<file path="src/design/spq_pkg.sv">
// Shared types and constants for the sorted-array priority queue.
// Used by the queue top level and its checker; depends on nothing.
`default_nettype none

package spq_pkg;

  localparam int QUEUE_DEPTH = 8;

  localparam logic MODE_INSERT = 1'b0;
  localparam logic MODE_DELETE = 1'b1;

  localparam logic [1:0] ST_DONE  = 2'd0;
  localparam logic [1:0] ST_FULL  = 2'd1;
  localparam logic [1:0] ST_EMPTY = 2'd2;

  typedef struct packed {
    logic               mode;
    logic signed [31:0] item_data;
    logic signed [31:0] item_priority;
  } spq_req_t;

  typedef struct packed {
    logic [1:0]         status;
    logic signed [31:0] removed_data;
    logic signed [31:0] removed_priority;
    logic [3:0]         fill_count;
  } spq_rsp_t;

endpackage

`default_nettype wire

</file>
<file path="src/design/spq_ram.sv">
// Generic single-write, single-read RAM with registered read data.
// Holds the queue entries; no package dependencies.
`default_nettype none

module spq_ram #(
  parameter int Width = 64,
  parameter int Depth = 8
) (
  input  wire                     clk_i,
  input  wire                     we_i,
  input  wire [$clog2(Depth)-1:0] waddr_i,
  input  wire [Width-1:0]         wdata_i,
  input  wire [$clog2(Depth)-1:0] raddr_i,
  output logic [Width-1:0]        rdata_o
);

  logic [Width-1:0] mem_q [Depth];

  always_ff @(posedge clk_i) begin
    if (we_i) begin
      mem_q[waddr_i] <= wdata_i;
    end
    rdata_o <= mem_q[raddr_i];
  end

endmodule

`default_nettype wire

</file>
<file path="src/design/sorted_array_priority_queue_top.sv">
// Sorted-array priority queue: sequencer, fill count and entry RAM.
// Depends on spq_pkg and spq_ram.
`default_nettype none

// Usage
//   A request (insert or delete) is taken at a rising edge where start is
//   high and busy is low. Exactly one response follows: done_o is high
//   for one cycle with rsp_o (status, removed entry, fill count). The
//   receiver must take it in that cycle; there is no back-pressure.
//   Entries sit in one RAM in ascending priority order, read one address
//   per cycle with registered data, and a single compare unit walks them.
//   Steps from a request to done_o:
//     rejected insert or delete, or insert into an empty queue: answered
//     from idle; delete: the top entry is read, then returned from S_POP;
//     insert: S_CMP moves each larger entry up one place and stops on a
//     smaller-or-equal key, writing the new entry there, or, at the bottom,
//     hands over to S_WRNEW, which writes it at address 0.
//   busy stays high while an insert walks the array or a delete waits on
//   the RAM read; a new request may be taken in the cycle done_o is shown.
//   Reset empties the queue at once (fill count to zero); RAM contents
//   are not cleared, since only entries below the fill count are read.
module sorted_array_priority_queue_top #(
  parameter int QueueDepth = spq_pkg::QUEUE_DEPTH
) (
  input  wire               clk_i,
  input  wire               rst_ni,
  input  wire               start,
  output logic              busy,
  input  spq_pkg::spq_req_t req_i,
  output logic              done_o,
  output spq_pkg::spq_rsp_t rsp_o
);

  localparam int AW = $clog2(QueueDepth);
  localparam int OW = $clog2(QueueDepth + 1);
  localparam logic [OW-1:0] OccFull = OW'(QueueDepth);
  localparam logic [OW-1:0] OccOne  = OW'(1);
  localparam logic [OW-1:0] OccTwo  = OW'(2);

  typedef enum logic [1:0] {
    S_IDLE,
    S_CMP,
    S_WRNEW,
    S_POP
  } state_e;

  state_e            state_q, state_d;
  logic [OW-1:0]     occ_q, occ_d;
  logic [OW-1:0]     pos_q, pos_d;
  spq_pkg::spq_req_t req_q, req_d;
  spq_pkg::spq_rsp_t rsp_q, rsp_d;
  logic              done_q, done_d;

  logic          ram_we;
  logic [AW-1:0] ram_waddr;
  logic [63:0]   ram_wdata;
  logic [AW-1:0] ram_raddr;
  logic [63:0]   ram_rdata;

  logic [OW-1:0]      occ_m1, pos_m1, pos_m2;
  logic signed [31:0] rd_key;
  logic signed [31:0] rd_data;
  logic               key_above;

  function automatic logic [3:0] to_fill(input logic [OW-1:0] occ);
    logic [OW+3:0] wide;
    wide = {4'b0000, occ};
    return wide[3:0];
  endfunction

  assign occ_m1    = occ_q - OccOne;
  assign pos_m1    = pos_q - OccOne;
  assign pos_m2    = pos_q - OccTwo;
  assign rd_key    = ram_rdata[63:32];
  assign rd_data   = ram_rdata[31:0];
  // single compare unit: stored key strictly above the new key
  assign key_above = rd_key > req_q.item_priority;

  always_comb begin
    state_d   = state_q;
    occ_d     = occ_q;
    pos_d     = pos_q;
    req_d     = req_q;
    rsp_d     = rsp_q;
    done_d    = 1'b0;
    ram_we    = 1'b0;
    ram_waddr = pos_q[AW-1:0];
    ram_wdata = {req_q.item_priority, req_q.item_data};
    ram_raddr = pos_m1[AW-1:0];

    unique case (state_q)
      S_IDLE: begin
        if (start) begin
          req_d = req_i;
          rsp_d.removed_data     = '0;
          rsp_d.removed_priority = '0;
          if (req_i.mode == spq_pkg::MODE_INSERT) begin
            if (occ_q == OccFull) begin
              done_d           = 1'b1;
              rsp_d.status     = spq_pkg::ST_FULL;
              rsp_d.fill_count = to_fill(occ_q);
            end else if (occ_q == '0) begin
              ram_we           = 1'b1;
              ram_waddr        = '0;
              ram_wdata        = {req_i.item_priority, req_i.item_data};
              occ_d            = OccOne;
              done_d           = 1'b1;
              rsp_d.status     = spq_pkg::ST_DONE;
              rsp_d.fill_count = to_fill(OccOne);
            end else begin
              pos_d     = occ_q;
              ram_raddr = occ_m1[AW-1:0];
              state_d   = S_CMP;
            end
          end else begin
            if (occ_q == '0) begin
              done_d           = 1'b1;
              rsp_d.status     = spq_pkg::ST_EMPTY;
              rsp_d.fill_count = to_fill(occ_q);
            end else begin
              ram_raddr = occ_m1[AW-1:0];
              state_d   = S_POP;
            end
          end
        end
      end

      S_CMP: begin
        ram_we = 1'b1;
        if (key_above) begin
          // move the larger entry up one place and look one lower
          ram_wdata = ram_rdata;
          pos_d     = pos_m1;
          if (pos_m1 == '0) begin
            state_d = S_WRNEW;
          end else begin
            ram_raddr = pos_m2[AW-1:0];
          end
        end else begin
          occ_d            = occ_q + OccOne;
          done_d           = 1'b1;
          rsp_d.status     = spq_pkg::ST_DONE;
          rsp_d.fill_count = to_fill(occ_q + OccOne);
          state_d          = S_IDLE;
        end
      end

      S_WRNEW: begin
        ram_we           = 1'b1;
        ram_waddr        = '0;
        occ_d            = occ_q + OccOne;
        done_d           = 1'b1;
        rsp_d.status     = spq_pkg::ST_DONE;
        rsp_d.fill_count = to_fill(occ_q + OccOne);
        state_d          = S_IDLE;
      end

      S_POP: begin
        occ_d                  = occ_m1;
        done_d                 = 1'b1;
        rsp_d.status           = spq_pkg::ST_DONE;
        rsp_d.removed_data     = rd_data;
        rsp_d.removed_priority = rd_key;
        rsp_d.fill_count       = to_fill(occ_m1);
        state_d                = S_IDLE;
      end

      default: begin
        state_d = S_IDLE;
      end
    endcase
  end

  always_ff @(posedge clk_i or negedge rst_ni) begin
    if (!rst_ni) begin
      state_q <= S_IDLE;
      occ_q   <= '0;
      done_q  <= 1'b0;
    end else begin
      state_q <= state_d;
      occ_q   <= occ_d;
      done_q  <= done_d;
    end
  end

  always_ff @(posedge clk_i) begin
    pos_q <= pos_d;
    req_q <= req_d;
    rsp_q <= rsp_d;
  end

  spq_ram #(
    .Width(64),
    .Depth(QueueDepth)
  ) u_ram (
    .clk_i  (clk_i),
    .we_i   (ram_we),
    .waddr_i(ram_waddr),
    .wdata_i(ram_wdata),
    .raddr_i(ram_raddr),
    .rdata_o(ram_rdata)
  );

  assign busy   = (state_q != S_IDLE);
  assign done_o = done_q;
  assign rsp_o  = rsp_q;

endmodule

`default_nettype wire

</file>
<file path="config.mk">
export PLATFORM = sky130hd
export DESIGN_NAME = sorted_array_priority_queue_top
export DESIGN_NICKNAME = d
export VERILOG_FILES = /design/src/design/spq_pkg.sv /design/src/design/spq_ram.sv /design/src/design/sorted_array_priority_queue_top.sv
export SDC_FILE = /design/constraint.sdc
export NUM_CORES = 1
export LEC_CHECK = 0
export BUFFER_PORTS_ARGS = -buffer_cell sky130_fd_sc_hd__buf_2
export CAP_MARGIN = 20
export CORE_UTILIZATION = 45
export CTS_CLUSTER_DIAMETER = 80
export DETAILED_ROUTE_END_ITERATION = 8
export HOLD_SLACK_MARGIN = 0.15
export SETUP_SLACK_MARGIN = 0.15
export SKIP_LAST_GASP = 1
export SLEW_MARGIN = 5
export SYNTH_ARGS = -nofsm -noshare
export SYNTH_HDL_FRONTEND = slang
export SYNTH_SLANG_ARGS = --single-unit
</file>
<file path="constraint.sdc">
create_clock -name clk_i -period 10.1 [get_ports clk_i]
set_input_delay 0.505 -clock clk_i [delete_from_list [all_inputs] [get_ports clk_i]]
set_output_delay 0.505 -clock clk_i [all_outputs]
set_load 0.1 [all_outputs]
</file>
==> summary.md <==
| Metric | Value |
|---|---|
| Result of the run | finished clean |
| Endpoints failing hold | 0 |
| CTS Root Cell | clkbuf_16 |
| Syn nets | between 1500 and 2000 |
| Drt wl/cell | 23.51 um |
| Fill cells | 5108 |
| DR pass1 iterations | 7 |
| Synthesis Warnings | 0 |
| Die Y | 255.8 um |
| Synth Instances | 1854 |
| CP endpoint kind | flop |
| Via count | 16562 |
| Detail Placement HPWL | 38040 um |
| Crit path kind | reg -> reg |
| Hold Crit Class | in -> reg |
| Longest Clk Path Bufs | 3 |
| Worst R2R Start | req_q[31] |
| Drt drc | 0 |
| Synth top area share | 67.32% |
| Total Wirelength | 69770 um |
| Dominant synthesized flop cell | edfxtp_1 |
| Yosys reg bits | about 720 |
| Share of cells above drive strength 1 | 20.79% |
| Worst hold start | req_i[7] |
| R2r endpoint | u_ram.rdata_o[19] |
| Period minus WS final | 5.463 ns |
| Hold-fix buffers, CTS | 64 |
| Synth cell count leaders | 650 x edfxtp_1, 182 x nand2_1, 133 x mux2_2 |
| CTS buffer count | 76 |
| Count of cell types in the netlist | 63 |
| Critical path cell sequence | inv_1 -> ha_1 -> and4_1 -> nand3_1 -> nor3_1 -> o311ai_1 -> a31o_2 -> buf_4 -> o21ai_2 -> a31o_4 -> buf_4 -> mux2_2 -> o22ai_1 -> nor2_1 |
| IO Port Bufs | approximately 140 |
| Row count | 92 |
| Max-slew violations | 0 |
| # resized after CTS | 0 |
| First-pass GRT wire length | 105300 um |
| Post-synth ARST share | 0.9709% |
| Fmax | roughly 0.18 GHz |
| Largest net degree at the start of global routing | 82 |
| R2R depth | 14 |
| Syn Area/Cell | 15.64 um^2 |
| Antenna violations before repair | 4 |
| Grt total ovfl | 0 |
| Fin nets | roughly 2200 |
| Crit start category | flop |
| Skew-Pair Late Insertion Delay | 0.61 ns |
| RePlAce Congestion | 0.7984 |
| Starting Density | between 40% and 50% |
| DR vias/cell | 5.582 |
| Final setup vio count | 0 |
| Sequential share of the synthesized area | between 70 and 80% |
| Hold-critical path endpoint | req_q[7] |
| Vias in the first global route | between 15000 and 20000 |
| Worst path max stage delay | approximately 0.94 ns |
| Setup_tns | 0 ns |
| Post-CTS setup repair buffer count | 0 |
| Synthesized area | a little under 30000 um^2 |
| Initial DRC Count | ~1400 |
| Period utilisation layout | 54.09% |
| CTS tree | built |
| Depth of the worst hold-timing path | 1 |
| Placeable Area | 63310 um^2 |
| R2R Setup Slk | 4.64 ns |
| Ant diodes | 0 |
| Die area | approximately 65000 um^2 |
| Area leader, netlist | edfxtp_1 |
| CP max FO | 76 |
| Slowest CP cell | buf_4 |
| Unrepaired setup endpoints after global routing | no |
| Reg clk slew, reported paths | roughly 0.060 ns |
| Area Growth Syn to Fin | 16.25% |
| H-tree Lvls | 3 |
| Data arrival, critical path | 5.94 ns |
| CP dominant cell by count | buf_4 |
| Gr usage total | 21.31% |
| Critical Path RT | between 10 and 15 ns |
| Final core utilization | around 53% |
| I/O pin cnt | 140 |
| Die X-Extent | between 200 and 300 um |
| Synth area leaders | edfxtp_1 67%, mux2_2 5.2%, dfxtp_1 4.4% |
| Critical path's top delay family | compound AO/OA/AOI/OAI gates |
| Max Cap Viol | 0 |
| Routed Antenna Nets | 0 |
| Number of clock sinks | approximately 720 |
| Number of flops mapped to enable cells by yosys | 650 |
| Actual slew at the worst max-slew pin | between 1 and 1.5 ns |
| Slew HR | 26.97% |
| Top-count cell post-synth | edfxtp_1 |
| Worst Skew | 0.02128 ns |
| Worst Path Buf+Inv | 3 |
-- layout make-up --
cell class	count	area [um^2]	share of cell area, %
clock buffers	100	2073	6.151
clock inverters	37	355.3	1.054
inverters	78	292.8	0.8687
multi-input cells	952	7368	21.86
flip-flops and latches	721	20980	62.23
well taps	846	1059	3.141
repair buffers	233	1582	4.692
-- placed cells by master (no fill, tap or decap), drive strengths merged, types with 5 or more instances in the layout --
master and count:
ha 44, a32o 65, nand3 8, edfxtp 650, o221ai 29, buf 169
bufinv 7, a21o 6, clkbuf 100, nor2 91, nand2 183, clkinv 27
a31oi 5, mux2 138, dfxtp 64, o21ai 13, a222oi 35, dlygate4sd3 64
dfrtp 7, o22ai 65, inv 79, mux2i 124, a21oi 17, a31o 6
and2 69
-- registers in the layout (all words and copies together) (netlist names) --
name and count:
u_ram.mem_q 512, state_q 2, rsp_o 70, req_q 64
occ_q 4, u_ram.rdata_o 64, done_o 1, pos_q 4
-- cell families (layout without fill, tap and decap cells) --
logic type,after synthesis,count (layout),share of synthesized area [%]
xor gates and xnor gates,3,3,0.09064
and+or+nand+nor,378,378,5.835
muxes,262,262,9.641
adders and majority gates,44,44,1.899
buffers and inverters,181,448,2.697
DFF,721,721,72.35
AOI/OAI and AO/OA,265,265,7.492
-- worst max path at each step --
stage	from	to	slack (ns)	depth (start not counted)
floorplan	occ_q[0]	u_ram.mem_q[2][0]	1.80	7
global placement	req_q[23]	u_ram.rdata_o[46]	4.69	14
detailed placement	req_q[23]	u_ram.rdata_o[28]	4.66	14
CTS	req_q[23]	u_ram.rdata_o[46]	4.63	14
global route	req_q[31]	u_ram.rdata_o[22]	4.41	14
finish	req_q[31]	u_ram.rdata_o[19]	4.64	14
-- layer usage --
metal  global-route usage, %  vias to the layer above  part of all wire, %
met3                   2.981                      116                  5.3
met5                       0                        -                0.034
met2                   35.20                      502                   48
met1                   28.65                     8376                   43
met4                   8.067                        4                  2.9
li1                        -                     7564                    -
-- per-stage QoR --
stage | std cells | setup WS (ns) | hold slack, ns | area, um^2
floorplan | 1854 | 1.802 | 0.2094 | 28990
finish | 2967 | 4.637 | 0.1861 | 33700
detailed placement | 2765 | 4.658 | 0.3599 | 30610
CTS | 2966 | 4.628 | 0.1533 | 33680
global route | 2967 | 4.411 | 0.1575 | 33700
global placement | 2765 | 4.694 | 0.3561 | 30610
Power is not shown: default switching activity piles up to over one toggle a cycle in this logic, so the estimate is an artifact.
